**src/lbm_pkg.sv**
```systemverilog
// Shared types, constants and color functions for the LED bar meter.
// No dependencies; imported by the controller, datapath and top level.
package lbm_pkg;

	localparam int MAX_LEDS_DEF = 32;
	localparam int CFG_W        = 16;
	localparam int CFG_IDX_W    = 2;

	localparam logic [7:0] HUE_BASE    = 8'd205;
	localparam logic [7:0] COLOR_FULL  = 8'd255;
	localparam logic [7:0] WHEEL_SEG1  = 8'd85;
	localparam logic [7:0] WHEEL_SEG2  = 8'd170;

	typedef enum logic [CFG_IDX_W-1:0] {
		CFG_RANGE_LOW  = 2'd0,
		CFG_RANGE_HIGH = 2'd1,
		CFG_STRIP_LEN  = 2'd2,
		CFG_IND_EN     = 2'd3
	} cfg_reg_t;

	typedef struct packed {
		logic [7:0] r;
		logic [7:0] g;
		logic [7:0] b;
	} rgb_t;

	typedef struct packed {
		logic load;
		logic prep;
		logic step;
		logic finish;
		logic emit;
	} lbm_cmd_t;

	typedef struct packed {
		logic suppress;
		logic div_done;
		logic pending;
		logic slot_free;
		logic is_last;
	} lbm_status_t;

	function automatic logic [4:0] hue_step(input logic [6:0] n);
		logic [4:0] s;
		s = 5'd0;
		if (n > 7'd60 && n <= 7'd65)      s = 5'd0;
		else if (n > 7'd55 && n <= 7'd60) s = 5'd1;
		else if (n > 7'd50 && n <= 7'd55) s = 5'd2;
		else if (n > 7'd40 && n <= 7'd50) s = 5'd3;
		else if (n > 7'd35 && n <= 7'd40) s = 5'd4;
		else if (n > 7'd24 && n <= 7'd35) s = 5'd5;
		else if (n > 7'd16 && n <= 7'd24) s = 5'd6;
		else if (n > 7'd12 && n <= 7'd16) s = 5'd8;
		else if (n > 7'd8 && n <= 7'd12)  s = 5'd12;
		else if (n > 7'd4 && n <= 7'd8)   s = 5'd16;
		return s;
	endfunction

	function automatic rgb_t wheel(input logic [7:0] pos);
		logic [7:0] p;
		logic [7:0] p3;
		rgb_t c;
		if (pos < WHEEL_SEG1) begin
			p3 = 8'(pos * 8'd3);
			c.r = p3;
			c.g = COLOR_FULL - p3;
			c.b = 8'd0;
		end else if (pos < WHEEL_SEG2) begin
			p = pos - WHEEL_SEG1;
			p3 = 8'(p * 8'd3);
			c.r = COLOR_FULL - p3;
			c.g = 8'd0;
			c.b = p3;
		end else begin
			p = pos - WHEEL_SEG2;
			p3 = 8'(p * 8'd3);
			c.r = 8'd0;
			c.g = p3;
			c.b = COLOR_FULL - p3;
		end
		return c;
	endfunction

endpackage

```
**src/lbm_if.sv**
```systemverilog
// Valid/ready channel interfaces for readings in and pixel writes out.
// No dependencies.
interface lbm_reading_if;
	logic               valid;
	logic               ready;
	logic signed [15:0] reading;
	logic               reading_valid;

	modport source (output valid, output reading, output reading_valid, input ready);
	modport sink   (input valid, input reading, input reading_valid, output ready);
endinterface

interface lbm_pixel_if;
	logic       valid;
	logic       ready;
	logic [4:0] pixel_index;
	logic [7:0] red;
	logic [7:0] green;
	logic [7:0] blue;
	logic       last;

	modport source (output valid, output pixel_index, output red, output green,
		output blue, output last, input ready);
	modport sink   (input valid, input pixel_index, input red, input green,
		input blue, input last, output ready);
endinterface

```
**src/lbm_ctrl.sv**
```systemverilog
// Sequencing state machine for the LED bar meter: load, divide, pixel emission.
// Depends on lbm_pkg for the command and status structs.
module lbm_ctrl
	import lbm_pkg::*;
(
	input  logic        clk,
	input  logic        arst_n,
	input  logic        in_valid,
	output logic        in_ready,
	input  lbm_status_t st,
	output lbm_cmd_t    cmd
);

	typedef enum logic [2:0] {
		S_IDLE,
		S_CHECK,
		S_DIV,
		S_FINISH,
		S_EMIT
	} state_t;

	state_t state_q;

	assign in_ready = (state_q == S_IDLE);

	always_comb begin
		cmd = '0;
		unique case (state_q)
			S_IDLE:   cmd.load   = in_valid;
			S_CHECK:  cmd.prep   = !st.suppress;
			S_DIV:    cmd.step   = !st.div_done;
			S_FINISH: cmd.finish = 1'b1;
			S_EMIT:   cmd.emit   = st.pending && st.slot_free;
		endcase
	end

	always_ff @(posedge clk or negedge arst_n) begin
		if (!arst_n) begin
			state_q <= S_IDLE;
		end else begin
			unique case (state_q)
				S_IDLE: begin
					if (in_valid) state_q <= S_CHECK;
				end
				S_CHECK: begin
					state_q <= st.suppress ? S_IDLE : S_DIV;
				end
				S_DIV: begin
					if (st.div_done) state_q <= S_FINISH;
				end
				S_FINISH: begin
					state_q <= S_EMIT;
				end
				S_EMIT: begin
					if (!st.pending) state_q <= S_IDLE;
					else if (st.slot_free && st.is_last) state_q <= S_IDLE;
				end
			endcase
		end
	end

endmodule

```
**src/lbm_dp.sv**
```systemverilog
// Datapath: configuration registers, level scaling, serial divider,
// pixel counter, gradient color and output register. Depends on lbm_pkg.
module lbm_dp
	import lbm_pkg::*;
#(
	parameter int MAX_LEDS = MAX_LEDS_DEF
) (
	input  logic                 clk,
	input  logic                 arst_n,
	input  logic                 cfg_we,
	input  logic [CFG_IDX_W-1:0] cfg_index,
	input  logic [CFG_W-1:0]     cfg_data,
	input  logic signed [15:0]   reading,
	input  logic                 reading_valid,
	input  logic                 out_ready,
	output logic                 out_valid,
	output logic [4:0]           pixel_index,
	output logic [7:0]           red,
	output logic [7:0]           green,
	output logic [7:0]           blue,
	output logic                 last,
	input  lbm_cmd_t             cmd,
	output lbm_status_t          st
);

	localparam int CW    = $clog2(MAX_LEDS + 1);
	localparam int NUM_W = 16 + CW;
	localparam int DCW   = $clog2(NUM_W + 1);
	localparam int PW    = CW + 5;

	typedef enum logic {PH_CLEAR, PH_LIT} phase_t;

	logic signed [15:0] range_low_q;
	logic signed [15:0] range_high_q;
	logic [5:0]         strip_len_q;
	logic               ind_en_q;
	logic signed [15:0] prev_q;

	logic signed [15:0] rd_q;
	logic               suppress_q;
	logic               clear_q;
	logic [CW-1:0]      n_q;
	logic [15:0]        den_q;
	logic [4:0]         step_q;
	logic               neg_q;

	logic [NUM_W-1:0]   dvd_q;
	logic [16:0]        rem_q;
	logic [DCW-1:0]     dcnt_q;

	logic [CW-1:0]      lit_q;
	logic [CW-1:0]      pix_q;
	phase_t             phase_q;
	logic               any_q;

	logic               out_valid_q;

	logic signed [16:0] range_span;
	logic signed [16:0] diff;
	logic [NUM_W-1:0]   num;
	logic [16:0]        rem_sh;
	logic               q_bit;
	logic [CW-1:0]      lit_d;
	logic               clr_run;
	logic [CW-1:0]      pix_nx;
	logic [PW-1:0]      hue_prod;
	logic [7:0]         hue_pos;
	rgb_t               color;

	always_ff @(posedge clk or negedge arst_n) begin
		if (!arst_n) begin
			range_low_q  <= 16'sd0;
			range_high_q <= 16'sd100;
			strip_len_q  <= 6'd32;
			ind_en_q     <= 1'b1;
		end else if (cfg_we) begin
			unique case (cfg_reg_t'(cfg_index))
				CFG_RANGE_LOW:  range_low_q  <= signed'(cfg_data);
				CFG_RANGE_HIGH: range_high_q <= signed'(cfg_data);
				CFG_STRIP_LEN:  strip_len_q  <= cfg_data[5:0];
				CFG_IND_EN:     ind_en_q     <= cfg_data[0];
				default: ;
			endcase
		end
	end

	assign range_span = {range_high_q[15], range_high_q} - {range_low_q[15], range_low_q};
	assign diff       = {rd_q[15], rd_q} - {range_low_q[15], range_low_q};
	assign num        = NUM_W'(diff[15:0]) * NUM_W'(n_q);

	always_ff @(posedge clk) begin
		if (cmd.load) begin
			rd_q       <= reading;
			suppress_q <= !reading_valid || !(range_low_q < range_high_q) || !ind_en_q;
			clear_q    <= (prev_q == 16'sd0) || (prev_q > reading);
			n_q        <= (strip_len_q > 6'(MAX_LEDS)) ? CW'(MAX_LEDS) : CW'(strip_len_q);
			den_q      <= range_span[15:0];
		end
		if (cmd.prep) begin
			step_q <= hue_step(7'(n_q));
			neg_q  <= diff[16];
		end
	end

	assign rem_sh = {rem_q[15:0], dvd_q[NUM_W-1]};
	assign q_bit  = (rem_sh >= {1'b0, den_q});

	always_ff @(posedge clk or negedge arst_n) begin
		if (!arst_n) begin
			dcnt_q <= '0;
		end else if (cmd.prep) begin
			dcnt_q <= DCW'(NUM_W);
		end else if (cmd.step) begin
			dcnt_q <= dcnt_q - 1'b1;
		end
	end

	always_ff @(posedge clk) begin
		if (cmd.prep) begin
			dvd_q <= num;
			rem_q <= '0;
		end else if (cmd.step) begin
			dvd_q <= {dvd_q[NUM_W-2:0], q_bit};
			rem_q <= q_bit ? (rem_sh - {1'b0, den_q}) : rem_sh;
		end
	end

	always_comb begin
		if (neg_q) lit_d = '0;
		else if (dvd_q > NUM_W'(n_q)) lit_d = n_q;
		else lit_d = CW'(dvd_q);
	end

	assign clr_run = clear_q && (n_q != '0);
	assign pix_nx  = pix_q + CW'(1);

	always_comb begin
		st.suppress  = suppress_q;
		st.div_done  = (dcnt_q == '0);
		st.pending   = any_q;
		st.slot_free = !out_valid_q || out_ready;
		if (phase_q == PH_CLEAR) st.is_last = (pix_nx == n_q) && (lit_q == '0);
		else st.is_last = (pix_nx == lit_q);
	end

	always_ff @(posedge clk or negedge arst_n) begin
		if (!arst_n) begin
			prev_q <= 16'sd0;
			any_q  <= 1'b0;
		end else begin
			if (cmd.finish) begin
				prev_q <= rd_q;
				any_q  <= clr_run || (lit_d != '0);
			end else if (cmd.emit && st.is_last) begin
				any_q <= 1'b0;
			end
		end
	end

	always_ff @(posedge clk) begin
		if (cmd.finish) begin
			lit_q   <= lit_d;
			pix_q   <= '0;
			phase_q <= clr_run ? PH_CLEAR : PH_LIT;
		end else if (cmd.emit) begin
			if (phase_q == PH_CLEAR && pix_nx == n_q) begin
				phase_q <= PH_LIT;
				pix_q   <= '0;
			end else begin
				pix_q <= pix_nx;
			end
		end
	end

	assign hue_prod = PW'(pix_q) * PW'(step_q);
	assign hue_pos  = 8'(hue_prod) + HUE_BASE;
	assign color    = (phase_q == PH_CLEAR) ? rgb_t'('0) : wheel(hue_pos);

	always_ff @(posedge clk or negedge arst_n) begin
		if (!arst_n) begin
			out_valid_q <= 1'b0;
		end else if (cmd.emit) begin
			out_valid_q <= 1'b1;
		end else if (out_ready) begin
			out_valid_q <= 1'b0;
		end
	end

	always_ff @(posedge clk) begin
		if (cmd.emit) begin
			pixel_index <= 5'(pix_q);
			red         <= color.r;
			green       <= color.g;
			blue        <= color.b;
			last        <= st.is_last;
		end
	end

	assign out_valid = out_valid_q;

endmodule

```
**src/led_bar_meter_gradient.sv**
```systemverilog
// Top level of the LED bar meter: joins the controller and the datapath.
// Depends on lbm_pkg, lbm_if, lbm_ctrl and lbm_dp.
//
// One reading is taken at a time. A suppressed reading (no value, empty
// range or indication off) frees the input right after the check. A
// displayed reading goes through setup and serial division of a
// (16 + clog2(MAX_LEDS+1))-bit dividend, 22 bits at MAX_LEDS = 32, by the
// restoring divider, and then writes one pixel per cycle while the output
// is taken: up to MAX_LEDS black pixels when the strip is cleared, then the
// lit pixels, last marking the final write. The input is ready again as
// soon as the final pixel sits in the output register, or after division
// when no pixel is to be written.
module led_bar_meter_gradient
	import lbm_pkg::*;
#(
	parameter int MAX_LEDS = MAX_LEDS_DEF
) (
	input  logic                 clk,
	input  logic                 arst_n,
	input  logic                 cfg_we,
	input  logic [CFG_IDX_W-1:0] cfg_index,
	input  logic [CFG_W-1:0]     cfg_data,
	lbm_reading_if.sink          reading_ch,
	lbm_pixel_if.source          pixel_ch
);

	lbm_cmd_t    cmd;
	lbm_status_t st;

	lbm_ctrl u_ctrl (
		.clk      (clk),
		.arst_n   (arst_n),
		.in_valid (reading_ch.valid),
		.in_ready (reading_ch.ready),
		.st       (st),
		.cmd      (cmd)
	);

	lbm_dp #(
		.MAX_LEDS (MAX_LEDS)
	) u_dp (
		.clk           (clk),
		.arst_n        (arst_n),
		.cfg_we        (cfg_we),
		.cfg_index     (cfg_index),
		.cfg_data      (cfg_data),
		.reading       (reading_ch.reading),
		.reading_valid (reading_ch.reading_valid),
		.out_ready     (pixel_ch.ready),
		.out_valid     (pixel_ch.valid),
		.pixel_index   (pixel_ch.pixel_index),
		.red           (pixel_ch.red),
		.green         (pixel_ch.green),
		.blue          (pixel_ch.blue),
		.last          (pixel_ch.last),
		.cmd           (cmd),
		.st            (st)
	);

endmodule

```
**src/flat_wrapper.sv**
```systemverilog
// flat-port wrapper written by rule: the top's interface ports become plain ports
module led_bar_meter_gradient_flat import lbm_pkg::*;
#(
	parameter int MAX_LEDS = MAX_LEDS_DEF
)
  (clk, arst_n, cfg_we, cfg_index, cfg_data, reading_ch_valid, reading_ch_reading, reading_ch_reading_valid, reading_ch_ready, pixel_ch_valid, pixel_ch_pixel_index, pixel_ch_red, pixel_ch_green, pixel_ch_blue, pixel_ch_last, pixel_ch_ready);
  lbm_reading_if reading_ch_i ();
  lbm_pixel_if pixel_ch_i ();
  input  logic clk;
  input  logic arst_n;
  input  logic cfg_we;
  input  logic [CFG_IDX_W-1:0] cfg_index;
  input  logic [CFG_W-1:0] cfg_data;
  input wire logic [$bits(reading_ch_i.valid)-1:0] reading_ch_valid;
  input wire logic [$bits(reading_ch_i.reading)-1:0] reading_ch_reading;
  input wire logic [$bits(reading_ch_i.reading_valid)-1:0] reading_ch_reading_valid;
  output wire logic [$bits(reading_ch_i.ready)-1:0] reading_ch_ready;
  output wire logic [$bits(pixel_ch_i.valid)-1:0] pixel_ch_valid;
  output wire logic [$bits(pixel_ch_i.pixel_index)-1:0] pixel_ch_pixel_index;
  output wire logic [$bits(pixel_ch_i.red)-1:0] pixel_ch_red;
  output wire logic [$bits(pixel_ch_i.green)-1:0] pixel_ch_green;
  output wire logic [$bits(pixel_ch_i.blue)-1:0] pixel_ch_blue;
  output wire logic [$bits(pixel_ch_i.last)-1:0] pixel_ch_last;
  input wire logic [$bits(pixel_ch_i.ready)-1:0] pixel_ch_ready;
  assign reading_ch_i.valid = reading_ch_valid;
  assign reading_ch_i.reading = reading_ch_reading;
  assign reading_ch_i.reading_valid = reading_ch_reading_valid;
  assign reading_ch_ready = reading_ch_i.ready;
  assign pixel_ch_valid = pixel_ch_i.valid;
  assign pixel_ch_pixel_index = pixel_ch_i.pixel_index;
  assign pixel_ch_red = pixel_ch_i.red;
  assign pixel_ch_green = pixel_ch_i.green;
  assign pixel_ch_blue = pixel_ch_i.blue;
  assign pixel_ch_last = pixel_ch_i.last;
  assign pixel_ch_i.ready = pixel_ch_ready;
  led_bar_meter_gradient #(.MAX_LEDS(MAX_LEDS)) u_core (.clk(clk), .arst_n(arst_n), .cfg_we(cfg_we), .cfg_index(cfg_index), .cfg_data(cfg_data), .reading_ch(reading_ch_i), .pixel_ch(pixel_ch_i));
endmodule
```
**config.mk**
```make
export PLATFORM = sky130hd
export DESIGN_NAME = led_bar_meter_gradient_flat
export DESIGN_NICKNAME = d
export VERILOG_FILES = /design/src/lbm_pkg.sv /design/src/lbm_if.sv /design/src/lbm_ctrl.sv /design/src/lbm_dp.sv /design/src/led_bar_meter_gradient.sv /design/src/flat_wrapper.sv
export SDC_FILE = /design/constraint.sdc
export NUM_CORES = 1
export LEC_CHECK = 0
export BUFFER_PORTS_ARGS = -buffer_cell sky130_fd_sc_hd__buf_4
export CORE_MARGIN = 5
export CORE_UTILIZATION = 40
export CTS_CLUSTER_DIAMETER = 60
export DETAILED_ROUTE_END_ITERATION = 10
export GPL_ROUTABILITY_DRIVEN = 0
export PLACE_DENSITY = 0.66
export SYNTH_ARGS = -nofsm -noshare
export SYNTH_HDL_FRONTEND = slang
export SYNTH_SLANG_ARGS = --single-unit
```
**constraint.sdc**
```tcl
create_clock -name clk -period 8.07 [get_ports clk]
set_input_delay 1.614 -clock clk [delete_from_list [all_inputs] [get_ports clk]]
set_output_delay 1.614 -clock clk [all_outputs]
set_load 0.02 [all_outputs]
```
-- After elaboration in Yosys (flattened, before gate mapping)
Index checks and enable logic that the tools add are counted.
Widths: inputs -> output; s select.
- bits in registers: 192
- output and inout bits: 32
- bitwise operators: 1
- $lt $le $gt $ge: 27
- reductions and logical operators: 50
- $mul: 5
- muxes and demuxes: 39
- add/subtract/negate cells: 11
- eq/ne operators: 12
- operators with widths (cell ; count):
    $mux 24 ; 2
    $mux 22 ; 2
    $gt 6x6->1 const B ; 6
    $sub 16x16->16 ; 2
    $le 6x6->1 const B ; 5
    $mul 8x2->8 const B ; 3
    $sub 8x8->8 const A ; 3
    $gt 22x6->1 ; 1
    $mul 16x6->22 ; 1
    $mux 3 ; 7
    $mux 6 ; 3
    $ge 17x16->1 ; 1
    $sub 16x16->17 ; 1
    $gt 16x16->1 ; 1
    $logic_and 1x1->1 ; 16
    $logic_not 16->1 ; 1
    $lt 16x16->1 ; 1
    $mux 16 ; 1
    $mux 1 ; 15
    $mux 5 ; 3
    $pmux 3 s5 ; 1
    $eq 6x6->1 ; 2
    $gt 6x4->1 const B ; 2
    $gt 6x5->1 const B ; 2
    36 further kinds ; 63

-- Longest topological paths before layout
Gate-level depths: netlist of the first run.
- depth after elaboration: 11
- depth in mapped cells: 26

-- Modules after synthesis
A second synthesis of the first run with hierarchy kept.
- cell total of the unflattened synthesis: 1639
- area, all modules: 15698.8 um2
- by module, submodules not included (module ; area each (um2) ; cells each ; instances):
    lbm_dp ; 15517.4 ; 1620 ; 1
    lbm_ctrl ; 181.4 ; 19 ; 1

-- Least setup slack after synthesis of the first run
OpenSTA, ideal clock, no wires.
- path kind: reg-to-reg
- from: reg u_core.u_dp.range_low_q[0]
- to: reg u_core.u_dp.dvd_q[21], data pin
- buffers on the path: 0
- stages on the path, launching flop included: 26
- data arrival time: 5676 ps
- library setup time: 264 ps
- slack: 2131 ps
- required time: 7806 ps
- cell sequence: dfrtp_1 ha_1 fa_1 nor2b_1 o21ai_0 a21boi_0 o21ai_0 a21oi_1 a41oi_1 a21oi_1 xor2_1 and2_1 fa_1 fa_1 inv_1 fa_1 inv_1 ha_1 a21o_1 nor3b_1 a211oi_1 o32a_1 a21o_1 a21oi_1 xnor2_1 o21ai_1
- longest elaborated chain between the ends: 3
- RTL lines (what ; line ; RTL):
    start: declaration ; lbm_dp.sv:33 ; logic signed [15:0] range_low_q;
    start signal: assignment ; lbm_dp.sv:78 ; CFG_RANGE_LOW: range_low_q <= signed'(cfg_data);
    $sub 16x16->17 ; lbm_dp.sv:88 ; assign diff = {rd_q[15], rd_q} - {range_low_q[15], range_low_q};
    $mul 16x6->22 ; lbm_dp.sv:89 ; assign num = NUM_W'(diff[15:0]) * NUM_W'(n_q);
    $mux 22 ; lbm_dp.sv:119 ; if (cmd.prep) begin
    end signal: assignment ; lbm_dp.sv:120 ; dvd_q <= num;
    end signal: assignment ; lbm_dp.sv:123 ; dvd_q <= {dvd_q[NUM_W-2:0], q_bit};
    end: declaration ; lbm_dp.sv:47 ; logic [NUM_W-1:0] dvd_q;
Every way passes these cells.
A chain may end at the register's enable or synchronous reset.

-- Worst setup path in the final report of the first run
Ends and elaborated chain as after synthesis.

==> run metrics, run 1 <==
vias per cell=5.144; startpoint types=flop; area grow syn2layout=10.56%; post-synthesis sequential area ratio=34.23%; fillers=3668; Die Y=205.4 um; Synthesized Nets=1873; DRT Pass-1 Iters=6; post-CTS setup buffers=0; CORE AREA=37670 um^2; final setup TNS=0 ns; Final Hold Fails=0; register area=5226 um^2; top cell type's share of synthesized area=about a fifth; antenna violations before repair=0; Avg WL per Cell=15.33 um; max_slew headroom=21.32%; global route overflow=0; crit path DAT=roughly 6.7 ns; post-synthesis mux area share=2.762%; RSZ-0062 raised after global routing=no; Synth Area in Compound Gates=11.97%; Residual DRC=0; Total Nets Final=1922; Setup crit end kind=flop; final wirelength=between 30000 and 40000 um; CTS Buffer Depth=2; multi-input logic area=9114 um^2; FP Rows=slightly above 70; number of global-route vias before repair=11490; Post-Synth XOR/XNOR Area=6.892%; Post-DP HPWL=25890 um; share of post-route cells with drive strength above 1=9.427%; Yosys cell types=roughly 70; Clock Skews=0.01910 ns; reg-to-reg slack, setup=1.56 ns; #FFs+latches synth=192; final max-slew violation count=0; max cap viols=0; Detailed Route Iter0 Violations=562; Post-Synth Adder-Cell Area=a little over a fifth; status=completed; DR vias=11250; Num CTS Buffers=17; Hold WC Path Type=flop to flop; Critical Setup Path Class=flop to flop; leading register cell type out of synthesis=edfxtp_1; Starting Density=40.54%; simple-gate area share of the yosys netlist=roughly 16%; final antenna diode count=0; period utilization=80.68%; Synth area leaders=edfxtp_1 (21%), ha_1 (12%), dfrtp_1 (9.8%); setup violators final=0; Final ANT Viol Nets=0; DIE WIDTH=~210 um; fin crit period=6.511 ns; Max Fclk=between 150 and 200 MHz; # hold bufs at CTS=0; Worst-Skew Late Latency=0.47 ns; I/O pin cnt=72; largest family of logic cells by synthesized area=adder cells; largest net degree at the start of global routing=66; Async S/R FF share, synth=approximately a third; Mapped Cells=1614; Total GRT Usage=between 10% and 20%; top-count cell post-synth=inv_1; most frequent cells after synthesis=inv_1 (194), nand2_1 (180), ha_1 (146); post-CTS sizing=0; IO Port Bufs=71; area of the die=42180 um^2; first-pass GRT wire length=56420 um; CTS Root Cell=clkbuf_16; area leader, netlist=edfxtp_1; CTS tree=done; Worst Tran Pin Value=1.179 ns; Synth warnings=0; TritonCTS Sinks=192; # H-tree levels=4; fin util=between 40 and 50%; Post-synth EDFFs=105; Mapped Area=15270 um^2; crit path max fanout=6; clk slew on worst S/H paths=about 0.090 ns; Mean Syn Cell Area=9.460 um^2; WP data required=slightly above 8 ns
[state kept, by name (all words and copies together), names as in the netlist, 16 cells and up]
signal and flops:
u_core.u_dp.dvd_q 22, u_core.u_dp.den_q 16, u_core.u_dp.prev_q 16, u_core.u_dp.range_high_q 16, u_core.u_dp.range_low_q 16, u_core.u_dp.rd_q 16, u_core.u_dp.rem_q 16
[logic make-up (layout without fill, tap and decap cells)]
group / Yosys count / after routing
mux: 39 / 39
simple gates: 514 / 514
buf+inv: 244 / 306
compound gates: 290 / 290
xor+xnor: 116 / 116
flops: 192 / 192
fa+ha+maj: 219 / 219
[routing by layer]
layer / up-vias / global-route usage (%) / wire length [um]
met3: 56 / 2.616 / 1227
met1: 5410 / 20.58 / 14920
met4: 0 / 6.986 / 1120
met2: 220 / 28.48 / 16250
li1: 5564 / - / -
met5: - / 0 / 0
[layout by cell type, fill, tap and decap left out, drive strengths merged, types with 60 or more instances in the layout]
cell type and n:
edfxtp 105, buf 75, nand2 180, a21oi 78, o21ai 87, xnor2 78
nor2 79, dfrtp 60, and2 84, inv 203, fa 73, ha 146
[critical path, stage by stage, from the launching register on]
cell and delay (ns):
dfrtp_1 0.40, ha_1 0.23, fa_1 0.41, nor2b_1 0.11, o21ai_0 0.10, a21boi_0 0.25
o21ai_0 0.13, a21oi_1 0.25, a41oi_1 0.19, a21oi_1 0.21, xor2_1 0.32, and2_1 0.20
fa_1 0.43, fa_1 0.50, inv_1 0.06, fa_1 0.52, inv_1 0.04, ha_1 0.35
a21o_1 0.19, nor3b_1 0.26, a211oi_1 0.14, o32a_1 0.40, a21o_1 0.18, a21oi_1 0.16
xnor2_1 0.15, o21ai_1 0.07
[worst paths after layout]
check | cells after the start | start | endpoint
max in group asynchronous | 1 | arst_n | u_core.u_dp.dcnt_q[3]
setup reg to reg | 25 | u_core.u_dp.range_low_q[0] | u_core.u_dp.dvd_q[21]
hold / removal | 2 | u_core.u_dp.rd_q[14] | u_core.u_dp.prev_q[14]
min in group asynchronous | 1 | arst_n | u_core.u_dp.prev_q[5]
hold reg to reg | 2 | u_core.u_dp.rd_q[14] | u_core.u_dp.prev_q[14]
setup / recovery | 25 | u_core.u_dp.range_low_q[0] | u_core.u_dp.dvd_q[21]
[metrics by stage]
step | setup slack (ns) | instances | area, um^2 | hold WS [ns]
floorplan | 2.131 | 1614 | 15270 | 0.4029
global placement | 1.678 | 2155 | 16290 | 0.4481
detailed placement | 1.605 | 2155 | 16290 | 0.4597
CTS | 1.582 | 2187 | 16880 | 0.4740
global route | 1.035 | 2187 | 16880 | 0.5003
finish | 1.559 | 2187 | 16880 | 0.4743
[layout make-up]
class,count,area share [%]
inverters,199,4.425
repair buffers,75,3.335
flip-flops and latches,192,30.96
clock inverters,15,0.9858
well taps,511,3.787
multi-input cells,1178,53.99
clock buffers,17,2.520
Power of run 1 is left out: the tool's default activity adds up to more than one toggle a clock period on the data nets, which glitch-free logic cannot reach.
==> run 2, diff against run 1 <==
--- a/config.mk
+++ b/config.mk
@@ -11,7 +11,7 @@
 export CTS_CLUSTER_DIAMETER = 60
 export DETAILED_ROUTE_END_ITERATION = 10
 export GPL_ROUTABILITY_DRIVEN = 0
-export PLACE_DENSITY = 0.66
+export PLACE_DENSITY = 0.68
 export SYNTH_ARGS = -nofsm -noshare
 export SYNTH_HDL_FRONTEND = slang
 export SYNTH_SLANG_ARGS = --single-unit
==> constraint.sdc (replaced) <==
create_clock -name clk -period 5.9 [get_ports clk]
set_input_delay 1.18 -clock clk [delete_from_list [all_inputs] [get_ports clk]]
set_output_delay 1.18 -clock clk [all_outputs]
set_load 0.02 [all_outputs]
==> run 2 against run 1 <==
Effect of this change: the flow now finishes with violations (setup timing); clock skew increased by 0.0011 ns; core utilization increased by 2.3 points; register-to-register slack got worse by 1.6 ns; design area increased by 5.1%; count of clock-buffer cells in the layout increased by 3; first-iteration DRC count increased by 2.1%; maximum frequency increased by 9.6%; sequential share of layout area decreased by 1.5 points; global-route usage increased by 0.13 points; sequential cell count unchanged.
==> run metrics, run 2 (synthesis gave the netlist of run 1 again) <==
Final ANT Viol Nets=0; Final WS setup=-0.04105 ns; Max Fclk=168.3 MHz; Detailed Route Iter0 Violations=574; antenna violations before repair=0; most frequent cells in the layout=inv_1 (190), nand2_1 (180), buf_4 (145), ha_1 (136), edfxtp_1 (105); Setup crit end kind=flop; area of the die=42180 um^2; crit path max fanout=5; final antenna diode count=0; vias per cell=5.112; fillers=3551; Worst-Skew Late Latency=0.46 ns; FP Rows=71; final wirelength=between 30000 and 40000 um; fin area=17750 um^2; slowest CP cell=fa_1; Total Nets Final=roughly 2000; status=finished with violations; Post-DP HPWL=26400 um; max cap viols=0; setup violators final=2; startpoint types=flop; non-filler cells, final=2258; Die Y=205.4 um; Total GRT Usage=16.63%; R2R cell count=26; Final Hold Fails=0; commonest non-fill, non-tap cell in the layout=inv_1; min-delay src=u_core.u_dp.rem_q[7]; share of post-route cells with drive strength above 1=between 15 and 20%; # H-tree levels=4; CORE AREA=between 30000 and 40000 um^2; CTS Buffer Depth=2; CTS tree=done; # hold bufs at CTS=0; final max-slew violation count=0; Critical Setup Path Class=flop to flop; max_slew headroom=19.15%; I/O pin cnt=72; Num CTS Buffers=17; Avg WL per Cell=between 15 and 20 um; TritonCTS Sinks=~190; DIE WIDTH=205.4 um; Residual DRC=0; IO Port Bufs=71; number of global-route vias before repair=11760; placed cell areas=about 17000 um^2; CTS Root Cell=clkbuf_16; reg2reg end=u_core.u_dp.dvd_q[21]; end of the critical path=u_core.u_dp.dvd_q[21]; fin crit period=5.941 ns; reg2reg start=u_core.u_dp.range_low_q[0]; Clock Skews=0.02024 ns; Worst Tran Pin Value=approximately 1.2 ns; final setup TNS=-0.05165 ns; Worst path most repeated cell=a21oi_2; Hold WC Path Type=flop to flop; clk slew on worst S/H paths=0.08 ns; DRT Pass-1 Iters=5; Largest register FFs=22; Critical path origin=u_core.u_dp.range_low_q[0]; WP data required=between 6 and 7 ns; Placed Cells=2216; reg-to-reg slack, setup=-0.04 ns; Slowest Stage Delay on Critical Path=0.52 ns; area grow syn2layout=16.23%; period utilization=100.7%; global route overflow=0; crit path DAT=6.14 ns; first-pass GRT wire length=57360 um; failing checks=setup timing; RSZ-0062 raised after global routing=yes; Starting Density=40.54%; register with the highest flop count=u_core.u_dp.dvd_q; DR vias=11540; largest net degree at the start of global routing=66; Worst Hold Depth=2
-- run 2: changes by cell type in the layout (fill, tap and decap cells not counted), moves of 5 or more --
cell,previous run,this run
buf_4,75,145
ha_1,146,136
a21oi_1,77,68
a21oi_2,1,10
ha_4,0,8
xnor2_1,75,69
xnor2_2,3,9
and2_1,84,79
and2_4,0,5
-- run 2: worst max-delay path, delay by kind of cell (launching register included) --
family	cells	cell delay, ns
buffers and inverters	3	0.26
adder cells (fa/ha/maj)	6	2.26
AND/OR/NAND/NOR	3	0.55
AO/OA/AOI/OAI	12	1.93
flip-flops	1	0.39
XOR/XNOR	2	0.31
-- run 2: area by class of cell --
type                       count  area [um^2]  share of cell area, %
sequential                   192         5226                  29.45
multi-input combinational   1178         9430                  53.14
timing repair buffer         146         1100                  6.197
inverter                     199        747.0                  4.209
clock inverter                12        136.4                 0.7685
tap                          511        639.4                  3.603
clock buffer                  20        467.9                  2.637
-- run 2: metal layers --
layer	global-route usage [%]	up-vias	wire (um)
met2	29.26	237	16890
met4	6.364	0	999
met5	0	-	0
met3	3.089	58	1373
li1	-	5704	-
met1	20.26	5545	14930
-- run 2: what timing repair did --
item,4_1_cts,5_1_grt
gates resized for setup,36,25
setup endpoints to repair,5,8
pin swaps,21,23
buffers inserted,5,5
-- run 2: worst min path at each step --
stage,endpoint,slack [ns]
3_3_place_gp,u_core.u_dp.rem_q[15],0.45
6_report,u_core.u_dp.rem_q[7],0.48
2_1_floorplan,u_core.u_dp.pixel_index[3],0.40
3_5_place_dp,u_core.u_dp.rem_q[15],0.47
5_1_grt,u_core.u_dp.rem_q[1],0.51
4_1_cts,u_core.u_dp.rem_q[6],0.48
-- run 2: stage by stage --
stage | utilization, % | hold WS, ns | setup WS, ns
detailed placement | 44.48 | 0.4675 | -0.4140
global placement | 44.48 | 0.4534 | -0.3342
global route | 47.12 | 0.5106 | -0.3714
finish | 47.12 | 0.4758 | -0.04105
floorplan | - | 0.4029 | 0.0009055
CTS | 46.68 | 0.4770 | -0.004423
Power of run 2 is left out for the same reason.
